### config.mk
export PLATFORM = sky130hd
export DESIGN_NAME = svb_ctrl
export DESIGN_NICKNAME = d
export VERILOG_FILES = /design/src/rtl/core/svb_pkg.sv /design/src/rtl/core/svb_ctrl.sv
export SDC_FILE = /design/constraint.sdc
export NUM_CORES = 1
export LEC_CHECK = 0
export ABC_AREA = 1
export BUFFER_PORTS_ARGS = -buffer_cell sky130_fd_sc_hd__buf_2
export CELL_PAD_IN_SITES_DETAIL_PLACEMENT = 1
export CELL_PAD_IN_SITES_GLOBAL_PLACEMENT = 1
export CORE_UTILIZATION = 30
export DETAILED_ROUTE_END_ITERATION = 10
export PLACE_DENSITY_LB_ADDON = 0.3
export SYNTH_ARGS = -nofsm -noshare
export SYNTH_HDL_FRONTEND = slang
export SYNTH_SLANG_ARGS = --single-unit
### constraint.sdc
create_clock -name clk -period 3.5 [get_ports clk]
set_clock_uncertainty 0.1 [all_clocks]
set_input_delay 0.175 -clock clk [delete_from_list [all_inputs] [get_ports clk]]
set_output_delay 0.175 -clock clk [all_outputs]
set_load 0.01 [all_outputs]
### src/rtl/core/svb_pkg.sv
package svb_pkg;

  localparam int SW = 16;

  localparam logic [31:0] PHASE_SEED = 32'h9e3779b9;
  localparam logic [63:0] SEMI_Q30   = 64'd1137589835;
  localparam logic [31:0] A4_INC     = 32'd39370534;
  localparam int          ENV_FULL   = 32767;

  localparam int CHORD [16] = '{26, 38, 50, 57, 62, 69, 74, 81,
                                62, 69, 74, 81, 86, 86, 90, 90};

  typedef enum logic [4:0] {
    ST_CLEAR,
    ST_IDLE,
    ST_VMUL1,
    ST_VINC,
    ST_VMUL2,
    ST_VACC,
    ST_SMUL,
    ST_SADD,
    ST_DMOD,
    ST_DRD,
    ST_DWAIT,
    ST_DWR,
    ST_RRD,
    ST_RWAIT,
    ST_RWR,
    ST_RMIX,
    ST_DONE
  } state_t;

  typedef struct packed {
    logic clr_wr;
    logic latch;
    logic vmul1;
    logic vinc;
    logic vmul2;
    logic vacc;
    logic smul;
    logic sadd;
    logic dmod_step;
    logic drd;
    logic dwr;
    logic rrd;
    logic rwr;
    logic rmix;
    logic load_out;
  } cmd_t;

  typedef struct packed {
    logic clr_done;
    logic dmod_done;
    logic vlast;
    logic out_free;
  } status_t;

  function automatic logic [31:0] note_rate(input int note);
    logic [63:0] inc;
    inc = 64'(A4_INC);
    if (note >= 69) begin
      for (int n = 69; n < note; n++) begin
        inc = 64'(32'((inc * SEMI_Q30) >> 30));
      end
    end else begin
      for (int n = note; n < 69; n++) begin
        inc = 64'(32'((inc << 30) / SEMI_Q30));
      end
    end
    return inc[31:0];
  endfunction

  function automatic logic [16*32-1:0] start_rates();
    logic [16*32-1:0] r;
    for (int k = 0; k < 16; k++) begin
      r[k*32 +: 32] = note_rate(45 + ((k * 7) & 15));
    end
    return r;
  endfunction

  function automatic logic [16*33-1:0] delta_rates();
    logic [16*33-1:0] r;
    for (int k = 0; k < 16; k++) begin
      r[k*33 +: 33] = {1'b0, note_rate(CHORD[k])} - {1'b0, note_rate(45 + ((k * 7) & 15))};
    end
    return r;
  endfunction

  localparam logic [16*32-1:0] START_RATES = start_rates();
  localparam logic [16*33-1:0] DELTA_RATES = delta_rates();

  function automatic logic signed [11:0] sat12(input logic signed [SW-1:0] x);
    if (x < -SW'(2048)) begin
      return -12'sd2048;
    end else if (x > SW'(2047)) begin
      return 12'sd2047;
    end else begin
      return 12'(x);
    end
  endfunction

endpackage

### src/rtl/core/svb_ctrl.sv
module svb_ctrl (
  input  logic             clk,
  input  logic             rst_n,
  input  logic             in_valid,
  output logic             in_ready,
  input  svb_pkg::status_t sts,
  output svb_pkg::cmd_t    cmd
);

  svb_pkg::state_t state_r, state_nxt;

  always_ff @(posedge clk) begin
    if (!rst_n) begin
      state_r <= svb_pkg::ST_CLEAR;
    end else begin
      state_r <= state_nxt;
    end
  end

  always_comb begin
    state_nxt = state_r;
    cmd       = '0;
    in_ready  = 1'b0;
    case (state_r)
      svb_pkg::ST_CLEAR: begin
        if (sts.clr_done) begin
          state_nxt = svb_pkg::ST_IDLE;
        end else begin
          cmd.clr_wr = 1'b1;
        end
      end
      svb_pkg::ST_IDLE: begin
        in_ready = 1'b1;
        if (in_valid) begin
          cmd.latch = 1'b1;
          state_nxt = svb_pkg::ST_VMUL1;
        end
      end
      svb_pkg::ST_VMUL1: begin
        cmd.vmul1 = 1'b1;
        state_nxt = svb_pkg::ST_VINC;
      end
      svb_pkg::ST_VINC: begin
        cmd.vinc  = 1'b1;
        state_nxt = svb_pkg::ST_VMUL2;
      end
      svb_pkg::ST_VMUL2: begin
        cmd.vmul2 = 1'b1;
        state_nxt = svb_pkg::ST_VACC;
      end
      svb_pkg::ST_VACC: begin
        cmd.vacc  = 1'b1;
        state_nxt = sts.vlast ? svb_pkg::ST_SMUL : svb_pkg::ST_VMUL1;
      end
      svb_pkg::ST_SMUL: begin
        cmd.smul  = 1'b1;
        state_nxt = svb_pkg::ST_SADD;
      end
      svb_pkg::ST_SADD: begin
        cmd.sadd  = 1'b1;
        state_nxt = svb_pkg::ST_DMOD;
      end
      svb_pkg::ST_DMOD: begin
        if (sts.dmod_done) begin
          state_nxt = svb_pkg::ST_DRD;
        end else begin
          cmd.dmod_step = 1'b1;
        end
      end
      svb_pkg::ST_DRD: begin
        cmd.drd   = 1'b1;
        state_nxt = svb_pkg::ST_DWAIT;
      end
      svb_pkg::ST_DWAIT: begin
        state_nxt = svb_pkg::ST_DWR;
      end
      svb_pkg::ST_DWR: begin
        cmd.dwr   = 1'b1;
        state_nxt = svb_pkg::ST_RRD;
      end
      svb_pkg::ST_RRD: begin
        cmd.rrd   = 1'b1;
        state_nxt = svb_pkg::ST_RWAIT;
      end
      svb_pkg::ST_RWAIT: begin
        state_nxt = svb_pkg::ST_RWR;
      end
      svb_pkg::ST_RWR: begin
        cmd.rwr   = 1'b1;
        state_nxt = svb_pkg::ST_RMIX;
      end
      svb_pkg::ST_RMIX: begin
        cmd.rmix  = 1'b1;
        state_nxt = svb_pkg::ST_DONE;
      end
      svb_pkg::ST_DONE: begin
        if (sts.out_free) begin
          cmd.load_out = 1'b1;
          state_nxt    = svb_pkg::ST_IDLE;
        end
      end
      default: begin
        state_nxt = svb_pkg::ST_IDLE;
      end
    endcase
  end

endmodule

## Word level (Yosys, flattened, before mapping)

Cells that the tools add are included.

- Bits in registers: 5
- Bits of input ports: 7
- Output and inout bits: 16

- Equal/unequal tests: 20
- Muxes and demuxes: 26
- Reduce and logical (&&, ||, !) cells: 2

Operator list:

| kind | number |
|---|---|
| one-hot mux 5 bit (17 select lines) | 1 |
| == test 5 x 4 -> 1 bit, second input constant | 8 |
| == test 5 x 3 -> 1 bit, second input constant | 4 |
| two-way mux 1 bit | 20 |
| two-way mux 5 bit | 4 |
| == test 5 x 2 -> 1 bit, second input constant | 2 |
| inequality test 2 bit, second input constant | 4 |
| == test 5 x 1 -> 1 bit, second input constant | 1 |
| == test 5 bit, second input constant | 1 |
| logical NOT 5 bit | 1 |
| AND reduction 4 bit | 1 |
| two-way mux 3 bit | 1 |

## Depth between registers and ports, before layout

Gate-level depths: netlist (run 1).

- Depth after elaboration: 3
- Depth in mapped cells: 8
- Gate-level depth less buffers: 8

## Worst setup path before layout (run 1)

OpenSTA, ideal clock, no wires.

- Kind: reg2out
- From: reg state_r[4]
- To: out cmd[0] (netlist name)
- Arrival: 0.962 ns
- Data required time: 3.225 ns
- Slack: 2.263 ns
- Cell stages (with the launch flop): 3
- Path through: dfxtp_1 -> inv_2 -> nor4_1

RTL lines:

| element | RTL line | RTL |
|---|---|---|
| from (decl) | svb_ctrl.sv:10 | `svb_pkg::state_t state_r, state_nxt;` |
| from (signal assigned) | svb_ctrl.sv:14 | `state_r <= svb_pkg::ST_CLEAR;` |
| from (signal assigned) | svb_ctrl.sv:16 | `state_r <= state_nxt;` |
| to (decl) | svb_ctrl.sv:7 | `output svb_pkg::cmd_t cmd` |

==> results of run 1 <==
-- cells in the mapped netlist --
master / count
nand3_2: 1
nand2_1: 13
nand4_1: 3
a21oi_2: 1
dfxtp_1: 5
inv_2: 4
nand2_2: 3
nor2_1: 22
nor2_2: 4
inv_1: 13
a21oi_1: 4
nor4_1: 1
nor3_1: 2
a31oi_1: 1
nand3_1: 6
nor2_4: 2
nand2_4: 2
o21ai_0: 1
-- worst min-delay path by stage --
stage | from | to | slack [ns] | cells past startpoint
2_1_floorplan | rst_n | state_r[0] | 0.24 | 2
3_3_place_gp | rst_n | state_r[1] | 0.37 | 3
3_5_place_dp | rst_n | state_r[1] | 0.38 | 3
4_1_cts | sts[1] | state_r[2] | 0.12 | 3
5_1_grt | sts[1] | state_r[2] | 0.15 | 3
6_report | sts[1] | state_r[2] | 0.13 | 3
-- logic make-up after synthesis --
kind of cell | count (synthesis) | synth area share
AND/OR/NAND/NOR | 59 | 0.591
buffers and inverters | 17 | 0.128
AO/OA/AOI/OAI | 7 | 0.0802
flip-flops | 5 | 0.201
-- stage by stage --
stage	worst slack (ns)	instances	power [mW]	utilization
final	1.80	130	0.237	0.430
after CTS	1.78	130	0.239	0.430
after detailed placement	2.06	126	0.169	0.413
after floorplan	2.26	88	0.141	-
after global placement	2.08	126	0.166	0.413
after global routing	1.65	130	0.256	0.430
-- area by class of cell --
| type | instances | share of cell area |
|---|---|---|
| Timing Repair Buffer | 22 | 0.168 |
| Tap cell | 16 | 0.0305 |
| Sequential cell | 5 | 0.153 |
| Clock buffer | 4 | 0.0401 |
| Multi-Input combinational cell | 66 | 0.511 |
| Inverter | 17 | 0.0973 |
-- power groups by stage --
stage	registers (mW)	logic, mW	clock network (mW)
after global placement	0.0687	0.0977	0
after floorplan	0.0680	0.0727	0
final	0.0680	0.0991	0.0699
after CTS	0.0681	0.0998	0.0713
after detailed placement	0.0691	0.0996	0
after global routing	0.0688	0.111	0.0761
-- critical path, delay by kind of cell (launching register included) --
family	cells	cell delay [ns]
buffers and inverters	3	0.27
flip-flops	1	0.46
AND/OR/NAND/NOR	2	0.44
-- layer usage --
metal	GRT usage	routed length (um)	vias to the layer above
met2	0.294	771	13
met1	0.241	718	302
met3	0.0511	51	0
met5	0	0	-
met4	0.0375	0	0
li1	-	-	327
-- placed cells by master (no fill, tap or decap) --
cell / Yosys / final
nor2_1: 22 / 22
a21oi_1: 4 / 4
nand2_2: 3 / 3
o21ai_0: 1 / 1
inv_2: 4 / 4
nor3_1: 2 / 2
nand2_1: 13 / 13
a31oi_1: 1 / 1
nor4_1: 1 / 1
clkbuf_4: 0 / 3
buf_2: 0 / 22
clkbuf_1: 0 / 1
nor2_2: 4 / 4
nand3_1: 6 / 6
nand4_1: 3 / 3
nand2_4: 2 / 2
inv_1: 13 / 13
nor2_4: 2 / 2
nand3_2: 1 / 1
dfxtp_1: 5 / 5
a21oi_2: 1 / 1
==> results by group, run 1 <==
Synthesis
  – Synthesis-stage register bit count: 5
  – Seq/Total Area, Yosys: 0.201
  – Syn avg cell area: ~5.7 um2
  – Yosys top cell area share: 0.201
  – Synth Cell Area: 499 um2
  – Ys Warns: 0
  – Yosys top cell by area: dfxtp_1
  – Ranking of synthesized cells by area: dfxtp_1 (20%), nor2_1 (17%), inv_1 (9.8%)
  – Cell variety after synth: 18
  – Post-synthesis cell count: 88
  – Mapped Nets: 95

Clock network
  – Hold_buf cts: 0
  – Htree depth: 1
  – Cell chosen for the clock root: clkbuf_4
  – Num CTS Buffers: 3
  – Skew-Pair Late Insertion Delay: ~0.25 ns
  – Post-CTS setup buffer count: 0
  – TritonCTS Sinks: 5
  – Post-CTS sizing: 0
  – Reg clk slew, reported paths: roughly 0.04 ns
  – CTS max path bufs: 2
  – CTS tree: yes

Drt
  – Routed Antenna Nets: 0
  – Drt drc: 0
  – Vias/cell: around 5
  – First DRT Iteration DRCs: 9
  – Vias: 642
  – Post-Route WL: 1540 um
  – Drt wl/cell: around 12 um
  – Drt pass-1 iters: 4

Worst setup path
  – Worst reg-to-reg setup slack: 2.13 ns
  – CP endpoint kind: output pin
  – Crit path from: state_r[2]
  – Worst path max stage delay: ~0.46 ns
  – Critical Path End: cmd[7]
  – Startpoint type of the worst setup path: register
  – Data required, critical path: around 3.2 ns
  – R2R depth: 8
  – Critical R2R Launch: state_r[4]
  – Critical-path top delay cell: dfxtp_1
  – CP Data Arrival Time: 1.43 ns
  – CP cell instances: inv_2, nor3_1, nand2_1, inv_1, buf_2
  – Critical-path maximum fanout: 5
  – R2R Path End: state_r[1]
  – CP Class: register to output pin

Floorplan
  – Initial core utilization: 0.328
  – Vert. Die Dim: 42.8 um
  – Core region area: approximately 1500 um2
  – Row Count: 14
  – Die ar.: 1830 um2
  – Die Wd: between 40 and 50 um
  – IO Pins: 23

Pwr
  – Sw Share: 0.413
  – Clock Power Share: 0.295
  – Leakage: 0.395 nW
  – Peak VDD IR: 188 uV
  – Logic pwr share: 0.418
  – Pwr Density: roughly 360 nW/um2
  – Reg power frac: 0.287
  – P_sw: 0.0980 mW
  – Internal: 0.139 mW

Global routing
  – Antenna violations before repair: 0
  – Total global-route track usage: 0.183
  – First-pass GRT wire length: 2490 um
  – Vias in the first global route: 554
  – Largest net degree at the start of global routing: 8
  – Global route total overflow: 0

STA
  – WHS: roughly 0.13 ns
  – Final hold vios: 0
  – Slew of the pin with the lowest slew margin: 0.380 ns
  – Fin crit share: 0.486
  – RSZ-0062 raised after global routing: false
  – Post-layout min period: 1.70 ns
  – Final Max Tran Viols: 0
  – Fin Setup TNS: 0 ns
  – Rel. slew slack: 0.745
  – Setup violators final: 0
  – FMAX: 0.588 GHz

Placement
  – Placed Area: 629 um2
  – IO buf count: 22
  – Post-DP HPWL: 1310 um
  – RD Place Congestion: 0.773

Job
  – Max Cap Viol: 0

Final layout
  – Largest reg by FF count: state_r
  – Area of the multi-input gates: roughly 340 um2
  – Layout fillers: 234
  – Fin area: 656 um2
  – Largest registers: state_r: 5 flops
  – Layout cells sized above 1: 0.368
  – Antenna Cells: 0
  – Final net count: 122
  – Register area: 100 um2
  – Largest register FFs: 5
  – Area grow syn2layout: 31.3%

Hold path
  – Hold crit path type: primary input to register

Status
  – Outcome: finished clean
Note: power is estimated with default switching activity, not from simulation.
==> run 2: changes to the inputs <==
- ABC_AREA: 1 -> 0
- CORE_UTILIZATION: 30 -> 24
- clock period: 3.5 -> 1.46 ns (I/O delays scaled with it)
==> run 2 against run 1 <==
  * The flow now finishes with violations (setup timing)
  * Non-clock buffer count grew 11
  * Worst hold slack got worse by 0.042 ns
  * Die area decreased by 2.2%
  * Register-to-register slack lost 2.2 ns
  * Synthesized area decreased by 22%
  * Largest cell class unchanged
==> results by group, run 2 <==
Status
  – Outcome: complete, but fails checks
  – Failing checks: setup timing

STA
  – Post-layout min period: about 1.5 ns
  – Final Max Tran Viols: 0 (unchanged)
  – Final hold vios: 0 (unchanged)
  – RSZ-0062 raised after global routing: true
  – FMAX: between 0.6 and 0.7 GHz
  – Fin worst setup slack: -0.0421 ns (-1.84 ns)
  – Fin crit share: 1.03
  – Fin Setup TNS: -0.0901 ns (-0.0901 ns)
  – Slew of the pin with the lowest slew margin: 0.316 ns (-0.0635 ns)
  – Rel. slew slack: 0.787 (+0.0425)
  – Setup violators final: 4 (+4)

Synthesis
  – Mapped Nets: 59 (-38%)
  – Synth Cell Area: 390 um2 (-22%)
  – Yosys top cell by area: dfxtp_1
  – Yosys top cell area share: 0.256 (+0.0559)
  – Top_reg_cell synth: dfxtp_1
  – Count leader, synth: nor2_1
  – Synthesis-stage register bit count: 5 (unchanged)
  – Commonest cells post-synth: nor2_1 (11), nor3_1 (7), dfxtp_1 (5), buf_2 (4), nand2b_1 (4)
  – Fraction of registers with async set/reset: 0 (unchanged)
  – Post-synthesis cell count: 52 (-41%)
  – Seq/Total Area, Yosys: 0.256 (+0.0559)
  – Syn avg cell area: 7.51 um2 (+32%)
  – Ranking of synthesized cells by area: dfxtp_1 (26%), nor2_1 (11%), nor3_1 (9.0%)
  – Post-synth EDFFs: 0 (unchanged)
  – Ys Warns: 0 (unchanged)
  – Cell variety after synth: 21 (+3)

Drt
  – First DRT Iteration DRCs: 6 (-3)
  – Post-Route WL: 1400 um (-9.3%)
  – Vias/cell: 5.11 (+3.5%)
  – Drt wl/cell: 13.8 um (+17%)
  – Drt pass-1 iters: 2 (-2)
  – Routed Antenna Nets: 0 (unchanged)
  – Vias: 516 (-20%)
  – Drt drc: 0 (unchanged)

Floorplan
  – Core region area: 1510 um2 (-1.1%)
  – Die Wd: 42.3 um (-1.1%)
  – IO Pins: 23 (unchanged)
  – Die ar.: 1790 um2 (-2.2%)
  – Row Count: 14 (unchanged)
  – Initial core utilization: 0.259 (-0.0685)
  – Vert. Die Dim: 42.3 um (-1.1%)

Pwr
  – Pwr Density: 700 nW/um2 (+93%)
  – Power, Total: 0.484 mW (+100%)
  – Leakage: 0.307 nW (-22%)
  – Peak VDD IR: 506 uV (+170%)

Worst setup path
  – CP endpoint kind: register
  – Top Family by Delay on Critical Path: simple AND/OR/NAND/NOR gates
  – CP cell instances: or3_4, buf_4, nor4b_4, o21a_1
  – WP buf/inv: 1 (-2)
  – CP Class: register to register
  – Worst path max stage delay: 0.42 ns (-0.04 ns)
  – Critical-path maximum fanout: 4 (-1)
  – CP Data Arrival Time: 1.58 ns (+0.15 ns)
  – Critical-path top delay cell: or3_4
  – R2R depth: 4 (-4)
  – Startpoint type of the worst setup path: register
  – Stages on worst setup path: 4 (-1)
  – Data required, critical path: 1.54 ns (-1.68 ns)

Hold path
  – Hold Path Stages: 3 (unchanged)
  – Hold crit path type: primary input to register

Final layout
  – Largest registers: state_r: 5 flops
  – Layout fillers: 204 (-13%)
  – Fin area: 692 um2 (+5.5%)
  – Area grow syn2layout: 77.2%
  – Largest register FFs: 5 (unchanged)
  – Commonest non-fill, non-tap cell in the layout: buf_2
  – Layout cells sized above 1: 0.624 (+0.255)
  – Most frequent cells in the layout: buf_2 (22), nor2_1 (8), buf_4 (8), nor3_1 (5)
  – Area of the multi-input gates: 329 um2 (-1.9%)
  – Non-Filler Instances: 101 (-22%)
  – Register area: 110 um2 (+10%)
  – Largest reg by FF count: state_r
  – Antenna Cells: 0 (unchanged)
  – Final net count: 93 (-24%)

Placement
  – Placed Area: 538 um2 (-15%)
  – Placed cell count: 91 (-28%)
  – Post-DP HPWL: 914 um (-30%)
  – RD Place Congestion: 0.741 (-4.1%)
  – Pre-CTS WS: 0.0866 ns (-1.97 ns)
  – IO buf count: 22 (unchanged)

Clock network
  – Htree depth: 1 (unchanged)
  – Num CTS Buffers: 3 (unchanged)
  – Cell chosen for the clock root: clkbuf_4
  – Reg clk slew, reported paths: 0.05 ns (about the same)
  – CTS max path bufs: 2 (unchanged)
  – TritonCTS Sinks: 5 (unchanged)
  – Skew-Pair Late Insertion Delay: 0.25 ns (about the same)
  – CTS tree: yes

Global routing
  – Antenna violations before repair: 0 (unchanged)
  – GR Util met1: 0.193 (-0.0479)
  – Global route total overflow: 0 (unchanged)
  – Total global-route track usage: 0.157 (-0.0252)
  – Largest net degree at the start of global routing: 13 (+5)
  – First-pass GRT wire length: 2120 um (-15%)
  – Met2 usage: 0.255 (-0.0386)
  – Vias in the first global route: 465 (-16%)
  – Met3 Use GR: 0.0388 (-0.0123)
  – Most Used Layer, Global Route: met2

Job
  – Max Cap Viol: 0 (unchanged)
-- run 2: changes by cell type after synthesis, moves of 4 or more --
cell | previous run | this run
nand2b_1 | 0 | 4
inv_1 | 13 | 0
nor2_1 | 22 | 11
buf_2 | 0 | 4
nand3_1 | 6 | 1
nor3_1 | 2 | 7
inv_2 | 4 | 0
nand2_1 | 13 | 3
nor2_2 | 4 | 0
-- run 2: cell families (layout without fill, tap and decap cells) --
logic type | after synthesis | count (layout) | synth area share
buffers and inverters | 4 | 37 | 0.0513
DFF | 5 | 5 | 0.256
AOI/OAI and AO/OA | 6 | 6 | 0.112
xor gates and xnor gates | 1 | 1 | 0.0224
and+or+nand+nor | 34 | 34 | 0.500
muxes | 2 | 2 | 0.0577
-- run 2: worst paths after layout --
check | startpoint | to | slack (ns)
worst min register to register | state_r[1] | state_r[1] | 0.51
worst max register to register | state_r[3] | state_r[4] | -0.04
worst max-delay path | state_r[3] | state_r[4] | -0.04
worst min-delay path | sts[1] | state_r[2] | 0.09
-- run 2: layout make-up --
cell class | count | area share
clock buffer | 4 | 0.0380
tap | 16 | 0.0289
timing repair buffer | 33 | 0.298
multi-input combinational | 43 | 0.476
sequential | 5 | 0.159
-- run 2: per-stage QoR --
stage               hold slack [ns]  utilization
detailed placement            0.229        0.357
finish                       0.0858        0.459
floorplan                    0.0908            -
CTS                          0.0925        0.404
global placement              0.222        0.357
global route                  0.100        0.459
-- run 2: routing by layer --
metal / part of all wire / up-vias
li1: - / 251
met1: 0.46 / 246
met2: 0.49 / 17
met3: 0.045 / 2
met4: 0.0079 / 0
met5: 0 / -
-- run 2: worst register-to-register path, cell delays in order (launching register included) --
cell,delay (ns)
dfxtp_2,0.33
or3_4,0.42
buf_4,0.16
nor4b_4,0.27
o21a_1,0.17
-- run 2: repair_timing --
item                                    in CTS  in global routing
hold endpoints to repair                     2                  0
resized for setup                            8                 13
hold buffers                                 1                  0
pin swaps                                    1                  4
endpoints found under the setup margin      11                 15
setup buffers                                2                  3
-- run 2: report_power, final --
group | total [mW] | internal (mW) | switching, mW | leakage (nW)
sequential | 0.156 | 0.143 | 0.0134 | 0.0430
combinational | 0.160 | 0.0817 | 0.0779 | 0.249
clock | 0.168 | 0.104 | 0.0643 | 0.0150
